$ cat src/hw/rtl/lcd_div.sv
// lcd_div: restoring unsigned divider, one quotient bit per cycle
// no dependencies
`timescale 1ns / 1ps

module lcd_div #(
    parameter int DW = 58,
    parameter int VW = 11
) (
    input  logic          aclk,
    input  logic          aresetn,
    input  logic          start,
    input  logic [DW-1:0] dividend,
    input  logic [VW-1:0] divisor,
    output logic          done,
    output logic [DW-1:0] quotient
);

    localparam int CNTW = $clog2(DW + 1);

    logic            busy_reg;
    logic            done_reg;
    logic [CNTW-1:0] cnt_reg;
    logic [VW-1:0]   rem_reg;
    logic [DW-1:0]   quo_reg;

    logic [VW:0]     trial;
    logic [VW:0]     diff;
    logic            ge;
    logic [VW-1:0]   rem_next;

    always_comb begin
        trial    = {rem_reg, quo_reg[DW-1]};
        diff     = trial - {1'b0, divisor};
        ge       = trial >= {1'b0, divisor};
        rem_next = ge ? diff[VW-1:0] : trial[VW-1:0];
    end

    always_ff @(posedge aclk) begin
        if (!aresetn) begin
            busy_reg <= 1'b0;
            done_reg <= 1'b0;
            cnt_reg  <= '0;
        end else begin
            done_reg <= 1'b0;
            if (start) begin
                busy_reg <= 1'b1;
                cnt_reg  <= '0;
            end else if (busy_reg) begin
                cnt_reg <= cnt_reg + CNTW'(1);
                if (cnt_reg == CNTW'(DW - 1)) begin
                    busy_reg <= 1'b0;
                    done_reg <= 1'b1;
                end
            end
        end
    end

    always_ff @(posedge aclk) begin
        if (start) begin
            rem_reg <= '0;
            quo_reg <= dividend;
        end else if (busy_reg) begin
            rem_reg <= rem_next;
            quo_reg <= {quo_reg[DW-2:0], ge};
        end
    end

    assign done     = done_reg;
    assign quotient = quo_reg;

endmodule

$ cat config.mk
export PLATFORM = sky130hd
export DESIGN_NAME = lcd_div
export DESIGN_NICKNAME = d
export VERILOG_FILES = /design/src/hw/rtl/lcd_div.sv
export SDC_FILE = /design/constraint.sdc
export NUM_CORES = 1
export LEC_CHECK = 0
export BUFFER_PORTS_ARGS = -buffer_cell sky130_fd_sc_hd__buf_2
export CAP_MARGIN = 40
export CORE_MARGIN = 1.5
export CORE_UTILIZATION = 51
export CTS_CLUSTER_SIZE = 14
export DETAILED_ROUTE_END_ITERATION = 8
export PLACE_DENSITY_LB_ADDON = 0.12
export RECOVER_POWER = 100
export SKIP_CTS_REPAIR_TIMING = 1
export SLEW_MARGIN = 20
export SYNTH_ARGS = -nofsm -noshare
export SYNTH_HDL_FRONTEND = slang
export SYNTH_SLANG_ARGS = --single-unit
$ cat constraint.sdc
create_clock -name aclk -period 3.1 [get_ports aclk]
set_input_delay 0.465 -clock aclk [delete_from_list [all_inputs] [get_ports aclk]]
set_output_delay 0.465 -clock aclk [all_outputs]
set_load 0.01 [all_outputs]
== Yosys cells after proc, flatten, opt, wreduce, memory -nomap -nowiden ==
Index checks and enable logic that the tools add are counted.
Operators by class
  bitwise gates (word level): 2
  equal/unequal tests: 1
  add/subtract/negate cells: 2
  reductions and logical operators: 3
  multiplexer cells: 7
  $lt $le $gt $ge: 1
Operator list (number)
  $mux W58: 2
  $ge A12 B11 Y1: 1
  $mux W11: 1
  $sub A11 B11 Y11: 1
  $add A6 B1 Y6 const B: 1
  $eq A6 B6 Y1 const B: 1
  $mux W1: 4
  $reduce_or A3 Y1: 1
  $not A1 Y1: 2
  $reduce_bool A2 Y1: 1
  $reduce_or A2 Y1: 1
Word-level totals
  bits in registers: 77
  input port bits: 72
  logic and storage cells: 21

== Depth between registers and ports, before layout ==
Gate-level depths: netlist of run 1.
  depth in word-level cells: 4
  depth in mapped cells: 10
  depth with buffers taken out: 9

== Worst setup path before layout of run 1 ==
OpenSTA, ideal clock, no wires.
  path kind: in2reg
  start point: input port divisor[0]
  end point: register rem_reg[0]
  buffers on the path: 0
  stages on the path: 8
  setup slack: 0.834 ns
  data required time: 3.021 ns
  arrival time: 2.187 ns
  cell sequence: ha_1 -> fa_1 -> nor2b_1 -> o31a_1 -> o21ai_4 -> o21ai_4 -> mux2_4 -> a211oi_2
Between the ends
  longest elaborated chain between the ends: 2
Ends and longest elaborated chain
  start, declared: RTL line 13  | input logic [VW-1:0] divisor,
  $sub A11 B11 Y11 / $ge A12 B11 Y1 (equally long branches): RTL line 33, 34
  $mux W11 *: RTL line 35  | rem_next = ge ? diff[VW-1:0] : trial[VW-1:0];
  end signal, assigned: RTL line 63  | rem_reg <= rem_next;
  end, declared: RTL line 23  | logic [VW-1:0] rem_reg;
Mark *: on every way between the ends. The rest lies on a longest branch, timed or not.
A chain may end at the register's enable or synchronous reset.

== Worst setup path in the final report of run 1 ==
  start point: register quo_reg[57] (netlist: quotient[57])
  end point: register rem_reg[6]
Between the ends
  longest elaborated chain between the ends: 2
Ends and longest elaborated chain
  start, declared: RTL line 24  | logic [DW-1:0] quo_reg;
  start signal, assigned: RTL line 61  | quo_reg <= dividend;
  start signal, assigned: RTL line 64  | quo_reg <= {quo_reg[DW-2:0], ge};
  $sub A11 B11 Y11 / $ge A12 B11 Y1 (equally long branches): RTL line 33, 34
  $mux W11 *: RTL line 35
Marks and branches as above.

==> results.yml, run 1 <==
status:
  status: "finished, final reports clean"
synth:
  avgSynthCellArea_um2: 13.1
  ys_warn_count: 0
  synth_flop_cell: "edfxtp_1"
  synthArstFlopShare: 0
  syn_nets: 383
  ys_seq_area_frac: 0.546
  ys_seq_elements: 77
  synth_cell_types: 46
  syn_inst: 297
  synth-edff-count: 58
  synth_area_um2: 3890
final_layout:
  antenna_cells: 0
  fillers: 626
  largest_register_ffs: 58
  syn2layout_area_growth_pct: 21.2
  final_area_um2: 4710
  instances_no_fill: 533
  final_nets: 515
  postLayoutCoreUtil: 0.643
  drive_above_1_share: 0.355
drt:
  vias_per_cell: 5.19
  dr.pass1.iters: 4
  drt_iter0_markers: 79
  routedWlPerCell_um: 14.9
  vias: 2767
  ant_nets: 0
  drt_wl_total_um: 7940
  drc: 0
grt:
  grt.busiest_layer: "met2"
  antenna_found_initial: 0
  gr-total-overflow: 0
  use_met2: 0.319
  grt_pass1_wl_um: 13000
  track_usage: 0.201
  grt_pass1_vias: 2719
  grt_max_degree: 59
  grt_util_met3: 0.0488
  met1_usage: 0.266
die:
  core_area_um2: 7330
  io_pins: 131
  die-height_um: 90.3
  num_rows: 31
  start_util: 0.530
  die_w_um: 90.3
  die_area_um2: 8150
sta:
  slew_headroom: 0.121
  worstMarginPinSlew_ns: 1.32
  fin_crit_sh: 0.839
  fin_crit_ns: 2.60
  setup_ws_ns: 0.500
  finClkSkew_ns: 0.00944
  finalSetupTns_ns: 0
  slew_violations: 0
  hold_violations: 0
  rsz0062_at_grt: "no"
  finalSetupViolations: 0
  max_freq_mhz: 385
critical_path:
  rr_endpoint: "rem_reg[6]$_SDFFE_PP0P_"
  critical_path_peak_fanout: 10
  startpoint: "quotient[57]$_DFFE_PP_"
  criticalPathCategory: "reg -> reg"
  endpoint: "rem_reg[6]$_SDFFE_PP0P_"
  cp-end-kind: "register"
  reg2reg_slack_ns: 0.50
  critPathRequiredTime_ns: 3.35
  arrival_ns: 2.85
  startpoint_type: "register"
  r2r_start: "quotient[57]$_DFFE_PP_"
  worstRegToRegCells: 10
place:
  dp_slack_ns: 0.470
  gp_congestion: 0.861
  dp_cells: 517
  dpl-instance-area_um2: 4660
  port_buffers: 130
  dp_hpwl_um: 5780
power:
  power.density_nw_per_um2: 523
  vdd.ir_drop.worst_v: 0.000352
  power.leakage_nw: 1.84
cts:
  cts_made_buffers: 9
  cts_tree: "built"
  clk_pin_slew_ns: 0.08
  htreeDepth: 3
  clock_sinks: 77
  cts_max_path_buffers: 2
  clock-root-buffer: "clkbuf_8"
  clk_latency_ns: 0.34
worst_hold_path:
  min_path_type: "in -> reg"
run:
  drv_cap: 0
## cell type report
cell class | count | area, um2 | share of cell area
Clock buffer | 10 | 128 | 0.0271
Tap cell | 99 | 124 | 0.0263
Sequential cell | 77 | 2120 | 0.450
Multi-Input combinational cell | 191 | 1640 | 0.349
Timing Repair Buffer | 135 | 601 | 0.127
Inverter | 15 | 56.3 | 0.0119
Clock inverter | 6 | 40.0 | 0.00849
## layer usage
metal  vias to the layer above  part of all wire
li1                       1375                 -
met1                      1284              0.44
met2                        98              0.48
met3                        10             0.062
met5                         -                 0
met4                         0             0.015
## synthesized netlist by cell type (all sizes together) (5+ instances only)
library cell | number | area share
nand2 | 10 | 0.0097
o21ai | 11 | 0.020
nor2 | 20 | 0.019
edfxtp | 58 | 0.45
mux2 | 59 | 0.17
a211oi | 9 | 0.019
xnor2 | 6 | 0.014
clkbuf | 7 | 0.0068
nor4 | 5 | 0.016
dfxtp | 19 | 0.098
a21oi | 8 | 0.010
nand2b | 5 | 0.0080
mux2i | 6 | 0.015
buf | 7 | 0.0090
inv | 15 | 0.014
ha | 13 | 0.042
## worst min-delay path by stage
| stage | slack [ns] | to | cells past startpoint | startpoint |
|---|---|---|---|---|
| floorplan | 0.45 | done$_SDFF_PP0_ | 2 | cnt_reg[5]$_SDFFE_PP0P_ |
| global placement | 0.47 | cnt_reg[5]$_SDFFE_PP0P_ | 2 | cnt_reg[5]$_SDFFE_PP0P_ |
| detailed placement | 0.48 | done$_SDFF_PP0_ | 2 | cnt_reg[5]$_SDFFE_PP0P_ |
| CTS | 0.34 | busy_reg$_SDFF_PN0_ | 2 | aresetn |
| global route | 0.36 | busy_reg$_SDFF_PN0_ | 2 | aresetn |
| finish | 0.36 | busy_reg$_SDFF_PN0_ | 2 | aresetn |
## cell usage in the layout (no fill, tap or decap), types with 2 or more instances in the layout
master    netlist  final
nand2_1        10     10
clkinv_2        0      3
nand3_1         2      2
o21a_1          3      3
mux2i_1         6      6
nor3_1          2      2
o21ai_4         2      2
inv_1          15     15
nor2b_1         2      2
nor4_1          3      3
or3_1           3      3
a311oi_1        2      2
a21oi_1         8      8
nor4_4          2      2
a211oi_1        8      9
clkbuf_2        0      2
o31a_1          3      3
nor2_1         20     20
nand2b_1        5      5
nand4_1         3      3
edfxtp_1       58     58
ha_1           13     13
xor2_1          3      3
xnor2_1         6      6
mux2_2         58     58
dfxtp_1        19     19
o211ai_1        2      2
buf_2           1     70
clkbuf_1        7     63
clkbuf_8        0      9
o22ai_1         2      2
o21ai_1         3      3
o21ai_0         6      6
## kinds of logic after synthesis
kind of cell             after synthesis  synth area share
flip-flops                            77             0.546
AND/OR/NAND/NOR                       60            0.0904
buffers and inverters                 29            0.0303
adder cells (fa/ha/maj)               14            0.0470
XOR/XNOR                               9            0.0203
multiplexers                          65             0.187
AO/OA/AOI/OAI                         43            0.0789
## report_power, final
part           switching [mW]  internal (mW)
Clock                   0.376          0.291
Sequential             0.0559           1.23
Combinational           0.275          0.238
## critical path, stage by stage, from the launching register on
cell      delay [ns]
edfxtp_1        0.38
inv_1           0.07
ha_1            0.21
fa_1            0.42
nor2b_1         0.16
o31a_1          0.23
o21ai_4         0.12
o21ai_4         0.20
clkbuf_2        0.31
o22ai_1         0.14
a211oi_1        0.27
## metrics by stage
stage,hold slack (ns),power (mW)
after floorplan,0.449,1.66
after global placement,0.473,1.84
after detailed placement,0.484,1.85
after CTS,0.341,2.51
after global routing,0.358,2.60
final,0.356,2.47
(Power assumes the default switching activity.)
==> inputs of run 2 (changes only) <==
- CORE_UTILIZATION: 51 -> 46
- clock period: 3.1 -> 2.1 ns (I/O delays scaled with it)
==> results.yml, run 2 (same netlist as run 1, synthesis figures left out) <==
status:
  status: "finished, violations left"
  violations: "setup timing"
power:
  vdd.ir_drop.worst_v: 0.000483
  total_power_mw: 4.02
  power.leakage_nw: 2.15
  power.density_nw_per_um2: 790
grt:
  track_usage: 0.189
  grt_max_degree: 75
  grt_pass1_vias: 2710
  grt_pass1_wl_um: 12900
  gr-total-overflow: 0
  antenna_found_initial: 0
die:
  die_area_um2: 9010
  die-height_um: 94.9
  io_pins: 131
  die_w_um: 94.9
  core_area_um2: 8220
  num_rows: 33
  start_util: 0.473
final_layout:
  largest_register_ffs: 58
  antenna_cells: 0
  final_nets: 537
  layout_common_cells: "buf_2 (130), mux2_2 (58), edfxtp_1 (58)"
  syn2layout_area_growth_pct: 30.9
  mostFrequentLayoutCell: "buf_2"
  drive_above_1_share: 0.542
sta:
  setup_ws_ns: -0.186
  worstMarginPinSlew_ns: 0.799
  rsz0062_at_grt: "yes"
  fin_crit_sh: 1.09
  fin_crit_ns: 2.29
  slew_violations: 0
  finalSetupViolations: 12
  finClkSkew_ns: 0.0117
  slew_headroom: 0.467
  max_freq_mhz: 437
  hold_violations: 0
worst_hold_path:
  hold-path-endpoint: "busy_reg$_SDFF_PN0_"
  min_path_cells: 2
  min_path_type: "in -> reg"
  min_from: "aresetn"
critical_path:
  worstRegToRegCells: 10
  rr_endpoint: "rem_reg[0]$_SDFFE_PP0P_"
  critical_path_peak_fanout: 3
  arrival_ns: 2.56
  critPathRequiredTime_ns: 2.38
  cp-end-kind: "register"
  r2r_start: "quotient[57]$_DFFE_PP_"
  startpoint_type: "register"
  reg2reg_slack_ns: -0.19
  criticalPathCategory: "reg -> reg"
cts:
  cts_max_path_buffers: 2
  cts_made_buffers: 9
  htreeDepth: 3
  cts_tree: "built"
  clk_latency_ns: 0.35
  clock_sinks: 77
  clock-root-buffer: "clkbuf_8"
  clk_pin_slew_ns: 0.09
drt:
  drc: 0
  ant_nets: 0
  routedWlPerCell_um: 15.1
  dr.pass1.iters: 4
  vias_per_cell: 5.15
  vias: 2887
  drt_wl_total_um: 8460
  drt_iter0_markers: 88
place:
  gp_congestion: 0.806
  dp_hpwl_um: 5920
  dp_slack_ns: -0.278
  port_buffers: 130
run:
  drv_cap: 0
==> run 2: changes by cell type in the layout (fill, tap and decap cells not counted), moves of 2 or more <==
cell,previous run,this run
buf_6,0,5
clkbuf_1,63,1
buf_2,70,130
buf_4,0,21
clkbuf_2,2,0
clkinv_2,3,0
==> run 2: per-stage QoR <==
| stage | instance area, um2 | hold WS [ns] | util | instances | setup TNS (ns) |
|---|---|---|---|---|---|
| finish | 5090 | 0.195 | 0.619 | 561 | -1.79 |
| global route | 5090 | 0.190 | 0.619 | 561 | -3.59 |
| CTS | 5000 | 0.185 | 0.608 | 556 | -2.33 |
| detailed placement | 4790 | 0.484 | 0.583 | 540 | -2.68 |
| global placement | 4790 | 0.467 | 0.583 | 540 | -2.04 |
| floorplan | 3890 | 0.432 | - | 297 | -0.931 |
==> run 2: how the worst max path moves through the flow <==
| stage | from | to | slack [ns] |
|---|---|---|---|
| 2_1_floorplan | quotient[57]$_DFFE_PP_ | quotient[0]$_DFFE_PP_ | -0.13 |
| 3_3_place_gp | divisor[0] | rem_reg[0]$_SDFFE_PP0P_ | -0.22 |
| 3_5_place_dp | divisor[0] | rem_reg[0]$_SDFFE_PP0P_ | -0.28 |
| 4_1_cts | quotient[57]$_DFFE_PP_ | rem_reg[9]$_SDFFE_PP0P_ | -0.25 |
| 5_1_grt | quotient[57]$_DFFE_PP_ | rem_reg[0]$_SDFFE_PP0P_ | -0.33 |
| 6_report | quotient[57]$_DFFE_PP_ | rem_reg[0]$_SDFFE_PP0P_ | -0.19 |
==> run 2: cell type report <==
cell class / count / area [um2]
inverter: 15 / 56.3
multi-input combinational: 191 / 1690
tap: 105 / 131
clock buffer: 11 / 141
timing repair buffer: 157 / 885
clock inverter: 5 / 66.3
fill: 719 / 3130
sequential: 77 / 2120
==> run 2: routing by layer <==
layer	global-route usage	vias up	wire length (um)
met5	0	-	0
met4	0.0784	0	168
met3	0.0564	14	491
met2	0.290	81	4080
met1	0.248	1371	3720
li1	-	1421	-
==> run 2: power breakdown <==
group | internal (mW) | switching [mW]
Sequential | 1.82 | 0.0772
Combinational | 0.483 | 0.443
Clock | 0.600 | 0.601
==> run 2: worst max-delay path: stages (launching register included) <==
cell and delay [ns]:
edfxtp_1 0.37, inv_2 0.06, ha_4 0.16, fa_2 0.40, nor2b_2 0.16, o31a_1 0.20, o21ai_4 0.09, o21ai_4 0.18
buf_6 0.13, mux2_4 0.29, a211oi_2 0.16
